--- config.mk ---
export PLATFORM = sky130hd
export DESIGN_NAME = vms_record_stream_converter
export DESIGN_NICKNAME = d
export VERILOG_FILES = /design/src/rtl/core/vrsc_pkg.sv /design/src/rtl/core/vrsc_step.sv /design/src/rtl/core/vms_record_stream_converter.sv
export SDC_FILE = /design/constraint.sdc
export NUM_CORES = 1
export LEC_CHECK = 0
export BUFFER_PORTS_ARGS = -buffer_cell sky130_fd_sc_hd__buf_4
export CORE_UTILIZATION = 45
export CTS_BUF_LIST = sky130_fd_sc_hd__clkbuf_16
export CTS_CLUSTER_SIZE = 14
export DETAILED_ROUTE_END_ITERATION = 8
export HOLD_SLACK_MARGIN = 0.12
export SYNTH_ARGS = -nofsm -noshare
export SYNTH_HDL_FRONTEND = slang
export SYNTH_HIERARCHICAL = 1
export SYNTH_SLANG_ARGS = --single-unit
--- constraint.sdc ---
create_clock -name clk -period 10.5 [get_ports clk]
set_input_delay 1.575 -clock clk [delete_from_list [all_inputs] [get_ports clk]]
set_output_delay 1.575 -clock clk [all_outputs]
set_load 0.01 [all_outputs]
--- src/rtl/core/vrsc_pkg.sv ---
// Package for the record stream converter: configuration, state and result
// types, register indexes and character constants. No dependencies.
package vrsc_pkg;

  localparam int unsigned CfgIdxW   = 3;
  localparam int unsigned FifoDepth = 4;
  localparam int unsigned FifoPtrW  = 2;
  localparam int unsigned FifoCntW  = 3;

  localparam logic [CfgIdxW-1:0] REG_RECORD_FORMAT     = 3'd0;
  localparam logic [CfgIdxW-1:0] REG_RECORD_ATTRIBUTES = 3'd1;
  localparam logic [CfgIdxW-1:0] REG_FIXED_CONTROL_LEN = 3'd2;
  localparam logic [CfgIdxW-1:0] REG_FILE_SIZE         = 3'd3;
  localparam logic [CfgIdxW-1:0] REG_KEEP_GOING        = 3'd4;

  localparam logic [7:0] FMT_FIXED     = 8'd1;
  localparam logic [7:0] FMT_VAR       = 8'd2;
  localparam logic [7:0] FMT_VAR_FC    = 8'd3;
  localparam logic [7:0] FMT_STREAM    = 8'd4;
  localparam logic [7:0] FMT_STREAM_LF = 8'd5;
  localparam logic [7:0] FMT_STREAM_CR = 8'd6;

  localparam logic [7:0] ATTR_CARRIAGE_CTRL = 8'd1;

  localparam logic [7:0] CH_ZERO = 8'h30;
  localparam logic [7:0] CH_ONE  = 8'h31;
  localparam logic [7:0] CH_LF   = 8'h0A;
  localparam logic [7:0] CH_FF   = 8'h0C;
  localparam logic [7:0] CH_CR   = 8'h0D;

  typedef enum logic [2:0] {
    PH_LEN_LO = 3'b001,
    PH_LEN_HI = 3'b010,
    PH_DATA   = 3'b100
  } phase_t;

  typedef struct packed {
    logic [7:0]  record_format;
    logic [7:0]  record_attributes;
    logic [7:0]  fixed_control_len;
    logic [31:0] file_size;
    logic        keep_going;
  } cfg_t;

  typedef struct packed {
    phase_t      phase;
    logic [15:0] remaining;
    logic [15:0] record_length;
    logic [7:0]  length_low;
    logic [8:0]  skip_left;
    logic        offset_odd;
    logic [31:0] consumed;
    logic        record_dead;
    logic        halted;
  } state_t;

  typedef struct packed {
    logic [7:0] out_byte;
    logic       bad_format;
    logic       last;
  } result_t;

  typedef struct packed {
    logic [1:0] count;
    result_t    res0;
    result_t    res1;
  } step_out_t;

endpackage

--- src/rtl/core/vrsc_step.sv ---
// Combinational conversion of one input byte: next converter state and up to
// two result bytes. Depends on vrsc_pkg.
module vrsc_step (
  input  vrsc_pkg::cfg_t      cfg,
  input  vrsc_pkg::state_t    st,
  input  logic [7:0]          data_byte,
  input  logic                record_start,
  output vrsc_pkg::state_t    st_nxt,
  output vrsc_pkg::step_out_t res
);

  logic        bad_fmt;
  logic        odd_after;
  logic [7:0]  skip;
  logic [15:0] len;
  logic [15:0] rem_dec;
  logic [7:0]  b_cc;

  assign bad_fmt = (cfg.record_format < vrsc_pkg::FMT_FIXED) ||
                   (cfg.record_format > vrsc_pkg::FMT_STREAM_CR);
  assign skip    = (cfg.record_format == vrsc_pkg::FMT_VAR_FC) ? cfg.fixed_control_len : 8'd0;
  assign len     = {data_byte, st.length_low};
  assign rem_dec = st.remaining - 16'd1;

  always_comb begin
    b_cc = data_byte;
    if ((st.remaining == st.record_length) &&
        (cfg.record_attributes == vrsc_pkg::ATTR_CARRIAGE_CTRL)) begin
      if (data_byte == vrsc_pkg::CH_ZERO) begin
        b_cc = vrsc_pkg::CH_LF;
      end else if (data_byte == vrsc_pkg::CH_ONE) begin
        b_cc = vrsc_pkg::CH_FF;
      end
    end
  end

  always_comb begin
    st_nxt    = st;
    res       = '0;
    odd_after = 1'b0;
    if (!st.halted) begin
      if (record_start) begin
        st_nxt.offset_odd  = 1'b0;
        st_nxt.record_dead = 1'b0;
        st_nxt.skip_left   = '0;
      end
      if (!st_nxt.record_dead && (st.consumed < cfg.file_size)) begin
        if (bad_fmt) begin
          res.count            = 2'd1;
          res.res0.bad_format  = 1'b1;
          res.res0.last        = 1'b1;
          st_nxt.record_dead   = 1'b1;
          st_nxt.halted        = !cfg.keep_going;
        end else begin
          odd_after         = ~st_nxt.offset_odd;
          st_nxt.consumed   = st.consumed + 32'd1;
          st_nxt.offset_odd = odd_after;
          if ((cfg.record_format == vrsc_pkg::FMT_FIXED) ||
              (cfg.record_format == vrsc_pkg::FMT_STREAM) ||
              (cfg.record_format == vrsc_pkg::FMT_STREAM_LF)) begin
            res.count         = 2'd1;
            res.res0.out_byte = data_byte;
            res.res0.last     = 1'b1;
          end else if (cfg.record_format == vrsc_pkg::FMT_STREAM_CR) begin
            res.count         = 2'd1;
            res.res0.out_byte = (data_byte == vrsc_pkg::CH_CR) ? vrsc_pkg::CH_LF : data_byte;
            res.res0.last     = 1'b1;
          end else if (st_nxt.skip_left != 9'd0) begin
            st_nxt.skip_left = st_nxt.skip_left - 9'd1;
          end else begin
            unique case (st.phase)
              vrsc_pkg::PH_LEN_HI: begin
                st_nxt.record_length = len;
                if (len <= {8'd0, skip}) begin
                  res.count         = 2'd1;
                  res.res0.out_byte = vrsc_pkg::CH_LF;
                  res.res0.last     = 1'b1;
                  st_nxt.skip_left  = {1'b0, skip} + {8'd0, odd_after ^ skip[0]};
                  st_nxt.remaining  = '0;
                  st_nxt.phase      = vrsc_pkg::PH_LEN_LO;
                end else begin
                  st_nxt.remaining = len - {8'd0, skip};
                  st_nxt.skip_left = {1'b0, skip};
                  st_nxt.phase     = vrsc_pkg::PH_DATA;
                end
              end
              vrsc_pkg::PH_DATA: begin
                if (st.remaining != 16'd0) begin
                  st_nxt.remaining  = rem_dec;
                  res.res0.out_byte = b_cc;
                  if (rem_dec == 16'd0) begin
                    res.count         = 2'd2;
                    res.res1.out_byte = vrsc_pkg::CH_LF;
                    res.res1.last     = 1'b1;
                    st_nxt.phase      = vrsc_pkg::PH_LEN_LO;
                    if (odd_after) begin
                      st_nxt.skip_left = 9'd1;
                    end
                  end else begin
                    res.count     = 2'd1;
                    res.res0.last = 1'b1;
                  end
                end else begin
                  st_nxt.length_low = data_byte;
                  st_nxt.phase      = vrsc_pkg::PH_LEN_HI;
                end
              end
              default: begin
                st_nxt.length_low = data_byte;
                st_nxt.phase      = vrsc_pkg::PH_LEN_HI;
              end
            endcase
          end
        end
      end
    end
  end

endmodule

--- src/rtl/core/vms_record_stream_converter.sv ---
// Top level of the record stream converter: input register, converter state,
// configuration registers and a four-entry result queue.
// Depends on vrsc_pkg and vrsc_step.
//
//   Channel  Direction  Payload                                  Handshake
//   in_      slave      tdata: data_byte, tuser: record_start    tvalid/tready
//   out_     master     tdata: out_byte, tuser: bad_format,      tvalid/tready
//                       tlast: last
//   cfg_     slave      index, data                              valid/ready
//
// One byte per cycle while in_tready is high: a byte is registered, converted
// once two queue slots are free and its results are queued. A byte that ends
// a variable record gives two results, so a stalled or slow output lets the
// queue fill and in_tready drops while a byte waits in the input register and
// fewer than two queue slots are free. Reset is synchronous and active low; it
// returns the configuration, the converter state and the queue pointers to
// their initial values. Configuration writes are always accepted.
module vms_record_stream_converter (
  input  logic        clk,
  input  logic        rst_n,
  input  logic        in_tvalid,
  output logic        in_tready,
  input  logic [7:0]  in_tdata,   // [7:0] data_byte
  input  logic        in_tuser,   // [0] record_start
  output logic        out_tvalid,
  input  logic        out_tready,
  output logic [7:0]  out_tdata,  // [7:0] out_byte
  output logic        out_tuser,  // [0] bad_format
  output logic        out_tlast,
  input  logic        cfg_valid,
  output logic        cfg_ready,
  input  logic [2:0]  cfg_index,
  input  logic [31:0] cfg_data
);

  vrsc_pkg::cfg_t      cfg_r;
  vrsc_pkg::state_t    st_r;
  vrsc_pkg::state_t    st_nxt;
  vrsc_pkg::step_out_t step_res;

  logic       in_valid_r;
  logic [7:0] in_byte_r;
  logic       in_start_r;
  logic       room;
  logic       fire;
  logic       pop;

  vrsc_pkg::result_t                   fifo_mem [vrsc_pkg::FifoDepth];
  logic [vrsc_pkg::FifoPtrW-1:0]       head_r;
  logic [vrsc_pkg::FifoPtrW-1:0]       tail_r;
  logic [vrsc_pkg::FifoCntW-1:0]       count_r;
  logic [vrsc_pkg::FifoCntW-1:0]       push_cnt;
  vrsc_pkg::result_t                   head_res;

  assign cfg_ready = 1'b1;

  always_ff @(posedge clk) begin
    if (!rst_n) begin
      cfg_r.record_format     <= vrsc_pkg::FMT_FIXED;
      cfg_r.record_attributes <= '0;
      cfg_r.fixed_control_len <= '0;
      cfg_r.file_size         <= '0;
      cfg_r.keep_going        <= 1'b1;
    end else if (cfg_valid && cfg_ready) begin
      unique case (cfg_index)
        vrsc_pkg::REG_RECORD_FORMAT:     cfg_r.record_format     <= cfg_data[7:0];
        vrsc_pkg::REG_RECORD_ATTRIBUTES: cfg_r.record_attributes <= cfg_data[7:0];
        vrsc_pkg::REG_FIXED_CONTROL_LEN: cfg_r.fixed_control_len <= cfg_data[7:0];
        vrsc_pkg::REG_FILE_SIZE:         cfg_r.file_size         <= cfg_data;
        vrsc_pkg::REG_KEEP_GOING:        cfg_r.keep_going        <= cfg_data[0];
        default: begin
        end
      endcase
    end
  end

  assign room      = count_r <= vrsc_pkg::FifoCntW'(vrsc_pkg::FifoDepth - 2);
  assign fire      = in_valid_r && room;
  assign in_tready = !in_valid_r || room;

  always_ff @(posedge clk) begin
    if (!rst_n) begin
      in_valid_r <= 1'b0;
    end else if (in_tready) begin
      in_valid_r <= in_tvalid;
    end
  end

  always_ff @(posedge clk) begin
    if (in_tready && in_tvalid) begin
      in_byte_r  <= in_tdata;
      in_start_r <= in_tuser;
    end
  end

  vrsc_step u_step (
    .cfg          (cfg_r),
    .st           (st_r),
    .data_byte    (in_byte_r),
    .record_start (in_start_r),
    .st_nxt       (st_nxt),
    .res          (step_res)
  );

  always_ff @(posedge clk) begin
    if (!rst_n) begin
      st_r.phase         <= vrsc_pkg::PH_LEN_LO;
      st_r.remaining     <= '0;
      st_r.record_length <= '0;
      st_r.length_low    <= '0;
      st_r.skip_left     <= '0;
      st_r.offset_odd    <= 1'b0;
      st_r.consumed      <= '0;
      st_r.record_dead   <= 1'b0;
      st_r.halted        <= 1'b0;
    end else if (fire) begin
      st_r <= st_nxt;
    end
  end

  assign push_cnt = fire ? vrsc_pkg::FifoCntW'(step_res.count) : '0;
  assign head_res = fifo_mem[head_r];
  assign pop      = out_tvalid && out_tready;

  always_ff @(posedge clk) begin
    if (push_cnt != '0) begin
      fifo_mem[tail_r] <= step_res.res0;
    end
    if (push_cnt == vrsc_pkg::FifoCntW'(2)) begin
      fifo_mem[tail_r + vrsc_pkg::FifoPtrW'(1)] <= step_res.res1;
    end
  end

  always_ff @(posedge clk) begin
    if (!rst_n) begin
      head_r  <= '0;
      tail_r  <= '0;
      count_r <= '0;
    end else begin
      tail_r  <= tail_r + push_cnt[vrsc_pkg::FifoPtrW-1:0];
      head_r  <= head_r + vrsc_pkg::FifoPtrW'(pop);
      count_r <= count_r + push_cnt - vrsc_pkg::FifoCntW'(pop);
    end
  end

  assign out_tvalid = count_r != '0;
  assign out_tdata  = head_res.out_byte;
  assign out_tuser  = head_res.bad_format;
  assign out_tlast  = head_res.last;

  a_fifo_bound: assert property (@(posedge clk) disable iff (!rst_n)
    count_r <= vrsc_pkg::FifoCntW'(vrsc_pkg::FifoDepth))
    else $error("result queue overflow");

  a_halt_sticky: assert property (@(posedge clk) disable iff (!rst_n)
    st_r.halted |=> st_r.halted)
    else $error("halt released without reset");

  a_bad_zero: assert property (@(posedge clk) disable iff (!rst_n)
    (out_tvalid && out_tuser) |-> (out_tdata == 8'd0 && out_tlast))
    else $error("bad format transaction carries data");

  a_halt_silent: assert property (@(posedge clk) disable iff (!rst_n)
    (fire && st_r.halted) |-> (push_cnt == '0))
    else $error("result produced while halted");

endmodule
==> reports/metrics.cfg, run 1 <==
[sta]
worstMarginPinSlew_ns = 1.23
setup_tns_ns = 0
grt_setup_unrepaired = no
finalCritPeriodShare = 0.485
drv_slew = 0
max_slew_margin = 0.181
hold_viol = 0
clock_skew_ns = 0.0164
finalSetupViolations = 0
period_minus_slack_ns = 5.09
fmax_mhz = 196

[place]
placed_cells_incl_taps = 1821
dp_hpwl_um = 23300
io_buffers = 60
place_congestion = 0.918

[floorplanning]
core_region_area_um2 = 27100
initial_core_util = 0.462
fp-row-count = 60
die_h_um = 169
io_pins = 62
die_w_um = 169
die_area_um2 = 28500

[critical_path]
start_kind = flip-flop
crit_path_max_incr_delay_ns = 0.50
critPathArrivalTime_ns = 5.51
cp.required_ns = 10.91
endpoint = count_r[2]
cp_max_fo = 10
r2r_cells = 22
critPathCaptureType = flip-flop
slowest_stage = dfxtp_1
reg2reg_slack_ns = 5.41
reg2reg_to = count_r[2]
crit_cells = 22
crit_path_cell_trace = and3b_1 -> and3_1 -> and2_1 -> ha_1 -> fa_1 -> nand2b_1 -> a211oi_1 -> o31ai_1 -> and2_1 -> nand2_1 -> a311oi_1 -> buf_4 -> and3_1 -> inv_1 -> ha_1 -> inv_1 -> ha_1 -> inv_1 -> fa_1 -> xor2_1 -> xnor2_1 -> and2_1
reg2reg_from = cfg_r[50]
criticalPathCategory = reg2reg
worstSetupStartpoint = cfg_r[50]
worst-path-buf-inv = 4
crit_family = simple AND/OR/NAND/NOR gates

[global_routing]
grt_overflow_total = 0
grt_antenna_before_repair = 1
grt_use_total = 0.244
grt_pass1_vias = 10200
grt_max_degree = 92
grt_first_pass_wirelength_um = 55700

[drt]
dr.pass1.iters = 6
post_drt_wl_per_cell_um = 18.7
vias = 11000
antenna_left = 0
finalWirelength_um = 34900
drc = 0
via_per_inst = 5.90
drt-initial-drc-count = 921

[synthesis]
seq_area_frac_synth = 0.361
synth_edf_count = 49
async_reset_ff_frac = 0
synthSimpleGateAreaFrac = 0.218
ys_seq_elements = 201
yosys_warnings = 6
synth_top_area_frac = 0.243
synth_mux_area_frac = 0.0852
synth_fa_ha_area_frac = 0.0522
synthCells = 1485
synthXorXnorAreaFrac = 0.0525
syn_area_um2 = 12500
avgSynthCellArea_um2 = 8.43
synth_top_flop_cell = dfxtp_1
synth_top_family_by_area = simple AND/OR/NAND/NOR gates
synth-compound-area-share = 0.170
yosysUniqueCellTypes = 87
ys_top_cells_by_area = dfxtp_1 24%, edfxtp_1 12%, o21ai_0 6.7%
synth_top_area_cell = dfxtp_1

[clock_network]
cts_buffers = 24
clock-root-buffer = clkbuf_16
cts_max_path_buffers = 3
htree_levels = 1
postCtsSetupBuffers = 0
clk_pin_slew_ns = 0.06
cts_resized = 0
clock-sinks = 201
clk_latency_ns = 0.53
tritoncts = done
cts_hold_buf = 0

[hold_path]
min_path_cells = 2
hold_start = cfg_r[55]
hold_class = reg2reg

[run]
drv_cap = 0

[finish]
final_layout_size_suffix_gt1_frac = 0.137
nFillCells = 2616
antenna_cells = 0
layout_commonest_cell = o21ai_0
final_cell_mix = 167 x o21ai_0, 159 x nand3_1, 151 x dfxtp_1
area_growth_pct = 10.0
fin_nets = 1575
layoutNonFillerInstCount = 1863

[power]
max-vdd-ir-drop_mv = 0.0924
leakage_nw = 4.93
total_power_mw = 2.12
p_per_area_nw_per_um2 = 154

[run_status]
status = complete, no violations

-- layout make-up --
class | count | area [um2] | area share
flip-flops and latches | 201 | 4520 | 0.328
well taps | 372 | 465 | 0.0338
clock inverters | 17 | 95.1 | 0.00690
repair buffers | 72 | 541 | 0.0392
clock buffers | 25 | 626 | 0.0454
inverters | 65 | 245 | 0.0178
multi-input cells | 1111 | 7290 | 0.529
-- layer usage --
metal  GRT usage  share of wire  vias up
li1            -              -     5361
met1       0.341           0.46     5172
met2       0.383           0.44      372
met3      0.0402          0.072       76
met4      0.0747          0.027        2
met5           0        0.00034        -
-- how the worst min path moves through the flow --
stage	slack, ns	to
after global placement	0.44	cfg_r[54]
after detailed placement	0.45	cfg_r[55]
after global routing	0.47	cfg_r[55]
final	0.46	cfg_r[55]
after floorplan	0.44	cfg_r[50]
after CTS	0.46	cfg_r[55]
-- worst reg2reg max path, cell delays in order (launching register included) --
cell,delay [ns]
dfxtp_1,0.50
and3b_1,0.19
and3_1,0.34
and2_1,0.23
ha_1,0.20
fa_1,0.19
nand2b_1,0.15
a211oi_1,0.10
o31ai_1,0.44
and2_1,0.40
nand2_1,0.14
a311oi_1,0.34
buf_4,0.21
and3_1,0.19
inv_1,0.05
ha_1,0.27
inv_1,0.05
ha_1,0.12
inv_1,0.05
fa_1,0.37
xor2_1,0.16
xnor2_1,0.12
and2_1,0.15
-- cells by family after synthesis --
group / after synthesis
AOI/OAI and AO/OA: 377
xor gates and xnor gates: 75
adders and majority gates: 51
buffers and inverters: 179
DFF: 201
muxes: 86
other: 2
and+or+nand+nor: 514
-- flip-flops by register name (all words and copies together), names as in the netlist --
name,flops
tail_r,2
fifo_mem,40
cfg_r,57
st_r,87
in_valid_r,1
in_start_r,1
in_byte_r,8
head_r,2
count_r,3
-- stage by stage --
| step | instance area [um2] | hold WS (ns) | utilization | worst slack, ns |
|---|---|---|---|---|
| 6_report | 13800 | 0.460 | 0.508 | 5.41 |
| 2_1_floorplan | 12500 | 0.435 | - | 5.57 |
| 3_5_place_dp | 13100 | 0.448 | 0.482 | 5.46 |
| 4_1_cts | 13800 | 0.455 | 0.508 | 5.44 |
| 5_1_grt | 13800 | 0.473 | 0.508 | 5.04 |
| 3_3_place_gp | 13100 | 0.445 | 0.482 | 5.58 |
-- synthesized netlist by cell type, drive strengths merged, types with 43 or more instances --
library cell	instances
o21ai	171
nand3	160
dfxtp	152
a21oi	131
nand2	114
nor2	71
clkbuf	69
mux2	65
inv	64
edfxtp	49
ha	49
buf	45
nor3	43
xnor2	43
-- power by group --
part	switching, mW	internal, mW
registers	0.0499	0.828
clock network	0.334	0.449
logic	0.293	0.165
Note: power is estimated with default switching activity, not from simulation.
==> run 2: changes to the inputs <==
--- a/config.mk
+++ b/config.mk
@@ -5,6 +5,7 @@
 export SDC_FILE = /design/constraint.sdc
 export NUM_CORES = 1
 export LEC_CHECK = 0
+export ABC_AREA = 1
 export BUFFER_PORTS_ARGS = -buffer_cell sky130_fd_sc_hd__buf_4
 export CORE_UTILIZATION = 45
 export CTS_BUF_LIST = sky130_fd_sc_hd__clkbuf_16
==> constraint.sdc (replaced) <==
create_clock -name clk -period 4.99 [get_ports clk]
set_input_delay 0.7485 -clock clk [delete_from_list [all_inputs] [get_ports clk]]
set_output_delay 0.7485 -clock clk [all_outputs]
set_load 0.01 [all_outputs]
==> reports/metrics.cfg, run 2 <==
[run_status]
status = complete, no violations

[clock_network]
htree_levels = 1
tritoncts = done
clk_pin_slew_ns = 0.06
cts_max_path_buffers = 3
cts_buffers = 24
cts_hold_buf = 0
clk_latency_ns = 0.55
clock-sinks = 201
cts_resized = 0
postCtsSetupBuffers = 0
clock-root-buffer = clkbuf_16

[finish]
area_growth_pct = 10.4
nFillCells = 3086
fin_nets = 2198
reg_top3 = st_r x87, cfg_r x57, fifo_mem x40
max_flop_register = st_r
largest_register_ffs = 87
antenna_cells = 0
final_layout_size_suffix_gt1_frac = 0.0832
layout_commonest_cell = nor2_1
final_cell_mix = 389 x nor2_1, 355 x nand2_1, 248 x inv_1

[place]
dp_hpwl_um = 29200
place_congestion = 0.955
io_buffers = 60

[synthesis]
avgSynthCellArea_um2 = 6.62
synth_common_cells = 389 x nor2_1, 355 x nand2_1, 243 x inv_1, 226 x o21ai_0, 152 x dfxtp_1
yosysUniqueCellTypes = 56
ys_seq_elements = 201
synth_top_flop_cell = dfxtp_1
ys_top_cells_by_area = dfxtp_1 22%, edfxtp_1 11%, nor2_1 11%
synth_edf_count = 49
syn_area_um2 = 13800
yosys_warnings = 6
yosysMostFrequentCell = nor2_1
synthCells = 2081
seq_area_frac_synth = 0.328
async_reset_ff_frac = 0
synth_top_area_frac = 0.221
synth_top_area_cell = dfxtp_1

[global_routing]
met1_usage = 0.377
grt_pass1_vias = 12300
grtUsageMet3 = 0.0380
grt_max_degree = 99
grt_overflow_total = 0
grtUsageMet2 = 0.403
grt_first_pass_wirelength_um = 65500
grt_antenna_before_repair = 0
grt_use_total = 0.261
grt-busiest-layer = met2

[power]
p_per_area_nw_per_um2 = 420
power.share.sequential = 0.330
leakage_nw = 6.49
combPwrFrac = 0.386
swShare = 0.406
power.internal_mw = 3.79
netSwitchingPower_mw = 2.59
max-vdd-ir-drop_mv = 0.292
p_clk_frac = 0.284

[drt]
post_drt_wl_per_cell_um = 16.2
drt-initial-drc-count = 1197
dr.pass1.iters = 5
vias = 13500
antenna_left = 0
drc = 0
finalWirelength_um = 40600
via_per_inst = 5.37

[sta]
clock_skew_ns = 0.0145
finalSetupViolations = 0
drv_slew = 0
worstMarginPinSlew_ns = 0.992
finalCritPeriodShare = 0.884
setup_tns_ns = 0
period_minus_slack_ns = 4.41
max_slew_margin = 0.339
timing.hold.ws_ns = 0.379
fmax_mhz = 227
grt_setup_unrepaired = no
hold_viol = 0

[critical_path]
worstSetupStartpoint = cfg_r[49]
reg2reg_slack_ns = 0.58
criticalPathCategory = reg2reg
r2r_cells = 26
start_kind = flip-flop
cp_max_fo = 9
reg2reg_from = cfg_r[49]
critPathCaptureType = flip-flop
reg2reg_to = count_r[2]
critPathArrivalTime_ns = 4.84
cp.required_ns = 5.42

[floorplanning]
initial_core_util = 0.461
io_pins = 62
core_region_area_um2 = 29900
die_h_um = 177
die_area_um2 = 31300
fp-row-count = 63
die_w_um = 177

[hold_path]
hold_class = in2reg
min_path_cells = 1
hold_start = in_tdata[4]
min_to = in_byte_r[4]

[run]
drv_cap = 0

-- run 2: worst max path at each step --
stage	slack, ns	to
after floorplan	1.21	count_r[2]
after detailed placement	0.63	count_r[2]
after global routing	0.1	count_r[2]
final	0.58	count_r[2]
after CTS	0.62	count_r[2]
after global placement	0.71	count_r[2]
-- run 2: per-layer routing --
layer	vias up	part of all wire
li1	6829	-
met4	0	0.021
met3	59	0.069
met5	-	0
met1	6151	0.48
met2	412	0.43
-- run 2: stage by stage --
step,util,cells,area (um2),power [mW],setup WS [ns]
global placement,0.482,2462,14400,4.53,0.713
detailed placement,0.482,2462,14400,4.56,0.635
global route,0.509,2505,15200,6.82,0.0997
CTS,0.509,2505,15200,6.39,0.624
finish,0.509,2505,15200,6.38,0.579
floorplan,-,2087,13800,3.88,1.21
-- run 2: logic make-up after synthesis --
group,after synthesis,share of synthesized area
AO/OA/AOI/OAI,435,0.175
XOR/XNOR,58,0.0369
adder cells (fa/ha/maj),51,0.0474
buffers and inverters,347,0.105
flip-flops,201,0.328
other,2,0.000545
AND/OR/NAND/NOR,987,0.307
-- run 2: power groups by stage --
| stage | combinational [mW] | sequential, mW | clock (mW) |
|---|---|---|---|
| 5_1_grt | 2.77 | 2.14 | 1.92 |
| 6_report | 2.46 | 2.11 | 1.81 |
| 3_5_place_dp | 2.42 | 2.14 | 0 |
| 4_1_cts | 2.43 | 2.10 | 1.85 |
| 2_1_floorplan | 1.84 | 2.04 | 0 |
| 3_3_place_gp | 2.40 | 2.14 | 0 |
-- run 2: cell type report --
cell class | instances | area (um2) | share of cell area
Timing Repair Buffer | 80 | 601 | 0.0395
Inverter | 252 | 948 | 0.0624
Sequential cell | 201 | 4510 | 0.297
Tap cell | 390 | 488 | 0.0321
Clock inverter | 19 | 208 | 0.0137
Multi-Input combinational cell | 1539 | 7850 | 0.516
Clock buffer | 24 | 601 | 0.0395
-- run 2: critical path, cell delays in order (launching register included) --
cell and delay, ns:
dfxtp_1 0.42, nand2_1 0.07, nor3_1 0.16, nand2_1 0.19
inv_1 0.18, nand2_1 0.13, ha_1 0.37, nand2_1 0.10
nand2_1 0.07, a21oi_1 0.19, nand3_1 0.11, nand2_2 0.18
nand2_1 0.17, nand2_1 0.11, nand2_1 0.05, a21oi_1 0.26
inv_1 0.14, nor2_1 0.16, inv_1 0.08, ha_1 0.29
inv_1 0.06, ha_1 0.12, inv_1 0.04, fa_1 0.37
xor2_1 0.17, inv_1 0.05, nor2_1 0.03
==> run 3: changes to the inputs <==
==> constraint.sdc (replaced) <==
create_clock -name clk -period 3.5 [get_ports clk]
set_input_delay 0.525 -clock clk [delete_from_list [all_inputs] [get_ports clk]]
set_output_delay 0.525 -clock clk [all_outputs]
set_load 0.01 [all_outputs]
==> reports/metrics.cfg, run 3 (synthesized netlist as in run 2, its figures left out) <==
[global_routing]
grt_antenna_before_repair = 0
grt_use_total = 0.272
grt_first_pass_wirelength_um = 68000
grt_max_degree = 90
grt_overflow_total = 0
grt_pass1_vias = 12900

[power]
combPwrFrac = 0.429
max-vdd-ir-drop_mv = 0.402
power.share.sequential = 0.298
p_per_area_nw_per_um2 = 590
total_power_mw = 9.72
p_clk_frac = 0.272
power.internal_mw = 5.84
swShare = 0.399
netSwitchingPower_mw = 3.88
leakage_nw = 7.13

[critical_path]
cp_max_fo = 5
criticalPathCategory = reg2reg
start_kind = flip-flop
cp.required_ns = 3.92
crit_family = adder cells
slowest_stage = fa_2
worstSetupStartpoint = cfg_r[54]
crit_path_max_incr_delay_ns = 0.33
worst-path-buf-inv = 7
critPathCaptureType = flip-flop
critPathArrivalTime_ns = 3.89
reg2reg_from = cfg_r[54]

[floorplanning]
fp-row-count = 63
die_w_um = 177
core_region_area_um2 = 29900
die_area_um2 = 31300
io_pins = 62
die_h_um = 177
initial_core_util = 0.461

[sta]
worstMarginPinSlew_ns = 0.910
timing.hold.ws_ns = 0.167
finalCritPeriodShare = 0.992
hold_viol = 0
drv_slew = 0
grt_setup_unrepaired = yes
setup_tns_ns = 0
period_minus_slack_ns = 3.47
clock_skew_ns = 0.0203
max_slew_margin = 0.393
fmax_mhz = 288
finalSetupViolations = 0

[drt]
wirelength_met1_um = 20200
antenna_left = 0
post_drt_wl_per_cell_um = 16.3
vias = 14000
finalWirelength_um = 42800
via_per_inst = 5.32
dr.pass1.iters = 6
drt-initial-drc-count = 1158
highest_layer = met4
wl_met3_um = 2650
drc = 0
wl_met2_um = 18800

[clock_network]
cts_hold_buf = 0
clk_latency_ns = 0.54
htree_levels = 1
cts_buffers = 24
cts_max_path_buffers = 3
clk_pin_slew_ns = 0.07
tritoncts = done
clock-root-buffer = clkbuf_16
clock-sinks = 201

[finish]
final_layout_size_suffix_gt1_frac = 0.153
area_growth_pct = 19.5
fin_util = 0.551
max_flop_register = st_r
final_cell_mix = 383 x nor2_1, 346 x nand2_1, 240 x inv_1
reg_top3 = st_r x87, cfg_r x57, fifo_mem x40
fin_nets = 2322
antenna_cells = 0
layoutNonFillerInstCount = 2630
layout_commonest_cell = nor2_1
largest_register_ffs = 87

[place]
dp_hpwl_um = 30800
place_congestion = 0.951
io_buffers = 60
placed_cells_incl_taps = 2573

[hold_path]
hold_class = in2reg
hold_start = in_tuser

[run_status]
status = complete, no violations

[run]
drv_cap = 0

==> run 3: worst register-to-register path, delay by kind of cell, from the launching register on <==
kind,cells,cell delay (ns)
buf+inv,7,0.49
fa+ha+maj,5,1.12
xor+xnor,1,0.17
flops,1,0.32
simple gates,12,1.02
compound gates,2,0.25
==> run 3: metrics by stage <==
stage | area (um2) | setup WS [ns]
detailed placement | 15300 | -0.189
floorplan | 13900 | -0.0972
global route | 16500 | -0.258
finish | 16500 | 0.0263
CTS | 16300 | 0.0176
global placement | 15300 | -0.128
==> run 3: power by group through the flow <==
stage	Sequential (mW)	Combinational (mW)	Clock [mW]
finish	2.90	4.17	2.65
global route	2.94	4.65	2.78
CTS	2.90	4.05	2.70
detailed placement	2.95	3.94	0
global placement	2.94	3.88	0
floorplan	2.91	2.63	0
==> run 3: final cells by class <==
| class | instances | area, um2 |
|---|---|---|
| timing repair buffer | 203 | 1610 |
| clock buffer | 25 | 626 |
| clock inverter | 19 | 208 |
| tap | 390 | 488 |
| fill | 2978 | 13400 |
| inverter | 252 | 951 |
| multi-input combinational | 1540 | 8080 |
| sequential | 201 | 4520 |
==> run 3: routing by layer <==
layer,GRT usage,up-vias
met2,0.431,439
li1,-,7072
met1,0.388,6405
met4,0.0779,0
met3,0.0294,83
met5,0,-
==> run 3: path summary, 6_finish.rpt <==
path,endpoint,slack (ns),depth (start not counted)
worst max-delay path,count_r[2],0.03,27
worst min-delay path,in_start_r,0.17,1
worst max register to register,count_r[2],0.03,27
worst min register to register,cfg_r[12],0.44,2
==> run 3: what timing repair did <==
| item | 4_1_cts | 5_1_grt |
|---|---|---|
| resized for setup | 12 | 41 |
| setup buffers | 10 | 1 |
| setup endpoints to repair | 2 | 85 |
| pin swaps | 5 | 12 |
| gates cloned | 0 | 3 |
